## src/hdl/gbrce_pkg.sv

```systemverilog
// shared constants, types and codes of the rgb gaussian blur block
package gbrce_pkg;

    localparam int MAX_WIDTH  = 1024;
    localparam int MAX_HEIGHT = 1024;
    localparam int MAX_RADIUS = 3;
    localparam int RING_ROWS  = 2 * MAX_RADIUS + 1;

    localparam int DIM_W  = 11;                 // frame_width / frame_height fields
    localparam int COL_W  = $clog2(MAX_WIDTH);
    localparam int RING_W = $clog2(RING_ROWS);
    localparam int ADDR_W = RING_W + COL_W;
    localparam int TAP_W  = 17;
    localparam int WGT_W  = 2 * TAP_W;
    localparam int ACC_W  = WGT_W + 8 + 6;      // 49 products of 8 x 34 bits
    localparam int IDX_W  = 3;
    localparam int RAD_W  = 2;
    localparam int OFS_W  = 4;                  // signed window offset

    // register indexes of the configuration port
    typedef enum logic [IDX_W-1:0] {
        REG_WIDTH  = 3'd0,
        REG_HEIGHT = 3'd1,
        REG_RADIUS = 3'd2,
        REG_TAP0   = 3'd3,
        REG_TAP1   = 3'd4,
        REG_TAP2   = 3'd5,
        REG_TAP3   = 3'd6
    } reg_idx_t;

    // item kind on s_tuser
    localparam logic CMD_PIXEL = 1'b0;
    localparam logic CMD_DRAIN = 1'b1;

    typedef enum logic [2:0] {
        ST_IDLE,
        ST_EVAL,
        ST_ADDR,
        ST_DATA,
        ST_ACC,
        ST_WRITE,
        ST_EMIT
    } state_t;

    // controller to datapath
    typedef struct packed {
        logic accept;
        logic start;
        logic addr;
        logic data;
        logic acc;
        logic write;
        logic emit;
    } ctrl_cmd_t;

    // datapath to controller
    typedef struct packed {
        logic win_ready;
        logic hit;
        logic last_elem;
        logic out_free;
    } dp_sts_t;

endpackage

```

## src/hdl/gbrce_ctrl.sv

```systemverilog
// controller state machine: sequences accept, window walk, store write and emit
module gbrce_ctrl (
    input  logic                 clk,
    input  logic                 rst_n,
    input  logic                 s_tvalid,
    output logic                 s_tready,
    input  gbrce_pkg::dp_sts_t   sts,
    output gbrce_pkg::ctrl_cmd_t cmd
);

    gbrce_pkg::state_t state_reg;
    gbrce_pkg::state_t state_next;

    // state register
    always_ff @(posedge clk or negedge rst_n)
    begin
        if (!rst_n)
        begin
            state_reg <= gbrce_pkg::ST_IDLE;
        end
        else
        begin
            state_reg <= state_next;
        end
    end

    // next state
    always_comb
    begin
        state_next = state_reg;
        unique case (state_reg)
            gbrce_pkg::ST_IDLE:
            begin
                if (s_tvalid)
                begin
                    state_next = gbrce_pkg::ST_EVAL;
                end
            end
            gbrce_pkg::ST_EVAL:
            begin
                state_next = sts.win_ready ? gbrce_pkg::ST_ADDR : gbrce_pkg::ST_WRITE;
            end
            gbrce_pkg::ST_ADDR:  state_next = gbrce_pkg::ST_DATA;
            gbrce_pkg::ST_DATA:  state_next = gbrce_pkg::ST_ACC;
            gbrce_pkg::ST_ACC:
            begin
                state_next = sts.last_elem ? gbrce_pkg::ST_WRITE : gbrce_pkg::ST_ADDR;
            end
            gbrce_pkg::ST_WRITE:
            begin
                state_next = sts.hit ? gbrce_pkg::ST_EMIT : gbrce_pkg::ST_IDLE;
            end
            gbrce_pkg::ST_EMIT:
            begin
                if (sts.out_free)
                begin
                    state_next = gbrce_pkg::ST_IDLE;
                end
            end
            default: state_next = gbrce_pkg::ST_IDLE;
        endcase
    end

    // outputs
    always_comb
    begin
        cmd      = '0;
        s_tready = 1'b0;
        unique case (state_reg)
            gbrce_pkg::ST_IDLE:
            begin
                s_tready   = 1'b1;
                cmd.accept = s_tvalid;
            end
            gbrce_pkg::ST_EVAL:  cmd.start = 1'b1;
            gbrce_pkg::ST_ADDR:  cmd.addr  = 1'b1;
            gbrce_pkg::ST_DATA:  cmd.data  = 1'b1;
            gbrce_pkg::ST_ACC:   cmd.acc   = 1'b1;
            gbrce_pkg::ST_WRITE: cmd.write = 1'b1;
            gbrce_pkg::ST_EMIT:  cmd.emit  = sts.out_free;
            default:             cmd       = '0;
        endcase
    end

endmodule

```

## config.mk

```make
export PLATFORM = sky130hd
export DESIGN_NAME = gbrce_ctrl
export DESIGN_NICKNAME = d
export VERILOG_FILES = /design/src/hdl/gbrce_pkg.sv /design/src/hdl/gbrce_ctrl.sv
export SDC_FILE = /design/constraint.sdc
export NUM_CORES = 1
export LEC_CHECK = 0
export ABC_CLOCK_PERIOD_IN_PS = 2300
export CELL_PAD_IN_SITES_DETAIL_PLACEMENT = 0
export CELL_PAD_IN_SITES_GLOBAL_PLACEMENT = 1
export CORE_AREA = 4 4 41 43
export CTS_CLUSTER_DIAMETER = 150
export DETAILED_ROUTE_END_ITERATION = 10
export DIE_AREA = 0 0 45 47
export DONT_BUFFER_PORTS = 1
export HOLD_SLACK_MARGIN = 0.08
export PLACE_DENSITY_LB_ADDON = 0.1
export SLEW_MARGIN = 10
export SYNTH_ARGS = -nofsm -noshare
export SYNTH_HDL_FRONTEND = slang
export SYNTH_SLANG_ARGS = --single-unit
export TNS_END_PERCENT = 50
```

## constraint.sdc

```tcl
create_clock -name clk -period 2.3 [get_ports clk]
set_clock_uncertainty 0.1 [all_clocks]
set_input_delay 0.46 -clock clk [delete_from_list [all_inputs] [get_ports clk]]
set_output_delay 0.46 -clock clk [all_outputs]
set_load 0.005 [all_outputs]
```

==> results.md <==
* Status: finished, final reports clean
* GR peak layer: met4
* CP max-delay cell: dfrtp_1
* Nets@finish at 42
* Hold Path Class: primary input to flop
* Avg Cell Area, Syn at about 8.4 sq um
* Most frequent cells in the layout: 3 x nand2_1, 3 x nor2_1, 3 x clkbuf_4, 3 x dfrtp_1
* Syn Nets at 39
* Hold Startpoint: sts[1]
* First-pass GRT wire length at 1050 microns
* Maximum VDD drop at 306 uV
* Total of cells resized after clock tree synthesis at 0
* Gate family responsible for the most delay along the worst path: simple AND/OR/NAND/NOR gates
* Max-cap violations at 0
* Final wirelength at slightly below 700 microns
* Max-slew violations at 0
* Initial Util at about a fifth
* Die height at 47 microns
* DPL Wire Length at 505 microns
* 1st-iter DRT viols at 4
* Fin crit period at approximately 1800 ps
* Met1 demand-to-capacity share in global routing at 7.78%
* Met2 Use GR at 9.89%
* Slowest stage delay, CP at roughly 500 ps
* Top fanout value on the critical path at 11
* Setup TNS Final at 0 ps
* WP data arrival at 1280 ps
* Synth warnings at 0
* Site row count at 13
* Placed cells at 44
* Pin count of the biggest net entering global routing at 14
* Total gr overflow at 0
* Crit path buffers/inverters at 0
* I/O pin total at 15
* Input/output buffers at 0
* Vias per inst at 4.90
* Critical path class: flop to primary output
* #FFs+latches synth at 3
* FF-to-FF Start: state_reg[1]
* Final hold violation count at 0
* Post-synthesis sequential area ratio at between 20 and 30%
* First-pass DRT Iterations at 4
* Gate Count Post-Synth at 32
* Total Routing Usage GR at 7.60%
* Share of cells above drive strength 1 at 23.5%
* Antenna violations before repair at 0
* Overall die area at 2120 sq um
* Netlist cell types at 21
* Placed Instance Area at around 260 sq um
* Max reg flops at 3
* Non-filler cells, final at 49
* Critical Path RT at 1740 ps
* Num CTS Buffers at 3
* Worst-path cell chain: nor3_1 > and2_1
* Period utilization at 80.1%
* Grt met3 use at 2.30%
* Synthesized area at 270 sq um
* Routability cong. at around 0.69
* CTS Buffer Depth at 2
* Via count at 240
* Die X at 45 microns
* Worst Setup SP: state_reg[0]
* Final setup viols at 0
* Vias in the first global route at 249
* FFs w/ async S/R, synth at 100%
* Unrepaired setup endpoints after global routing: false
* CTS Root Buffer Type: clkbuf_4
* CTS clk-pin slew, worst paths at about 40 ps
* Critical Path Start Type: flop
* Leakage at 0.000132 uW
* Area grow syn2layout at 10.2%
* DR DRC count at 0
* Antenna diode count at 0
* CTS Sinks at 3
* Final Cell Area at 298 sq um
* Number of synthesized flops with an enable pin at 0
* Clk_lat worst skew at around 230 ps
* Worst-Margin Slew at 380 ps
* Maximum level of the CTS H-tree at 1
* Post-route ant nets at 0
* CP Capture Type: primary output
* Fin Hold WS at 270 ps
* Slew margin rel. at around 75%
* Routed length per instance at between 10 and 15 microns
* Max Freq at 0.543 GHz
* Pwr dens at between 1000 and 1500 nW/um^2
* Total design power at 398 uW
* Core Box Area at approximately 1300 sq um
* Top FF cell, synth: dfrtp_1
* CTS tree: yes
## path summary, 6_finish.rpt
path                            depth (start not counted)           end  slack, ps
worst max-delay path                                    2        cmd[6]        460
worst min-delay path                                    2  state_reg[2]        270
worst max register to register                          3  state_reg[2]       1020
worst min register to register                          1  state_reg[0]        580
max in group asynchronous                               1  state_reg[2]       1580
min in group asynchronous                               1  state_reg[0]        370
## worst register-to-register path, stage by stage, from the launching register on
cell and delay [ps]:
dfrtp_1 540, and3b_2 250, o21ai_1 170, nand3_1 90
## synth_stat cells (2+ instances only)
library cell  instances  area share (%)
nor2_1                3             4.2
nand3_1               2             3.7
nand2_1               3             4.2
nor3b_1               2             5.6
and2_1                2             4.6
inv_1                 2             2.8
dfrtp_1               3              28
buf_6                 2             8.3
## metal layers
metal | part of all wire, % | vias to the layer above
met5 | 0 | -
met4 | 2.8 | 0
met3 | 13 | 2
met2 | 48 | 18
met1 | 35 | 108
li1 | - | 112
## power breakdown
part	switching (uW)	internal [uW]	total, uW
Sequential	71.5	77.6	149
Clock	28.1	65.1	93.2
Combinational	68.8	87.2	156
## cell families after synthesis
kind of cell	count (synthesis)	share of synthesized area (%)
AND/OR/NAND/NOR	19	47.2
AO/OA/AOI/OAI	5	12.0
buffers and inverters	5	13.0
flip-flops	3	27.8
## final cells by class
type	instances	area (sq um)
multi-input cells	24	160
clock buffers	4	26.3
repair buffers	1	10.0
flip-flops and latches	3	75.1
well taps	15	18.8
inverters	2	7.51
fillers	152	1000
## metrics by stage
step | worst slack (ps) | utilization, %
4_1_cts | 439 | 22.9
5_1_grt | 389 | 22.9
2_1_floorplan | 775 | -
3_3_place_gp | 715 | 20.1
3_5_place_dp | 700 | 20.1
6_report | 458 | 22.9
## timing repair
item                      CTS  global route
buffers inserted            0             0
hold endpoints to repair    3             0
hold buffers                1             0
(Power assumes the default switching activity.)
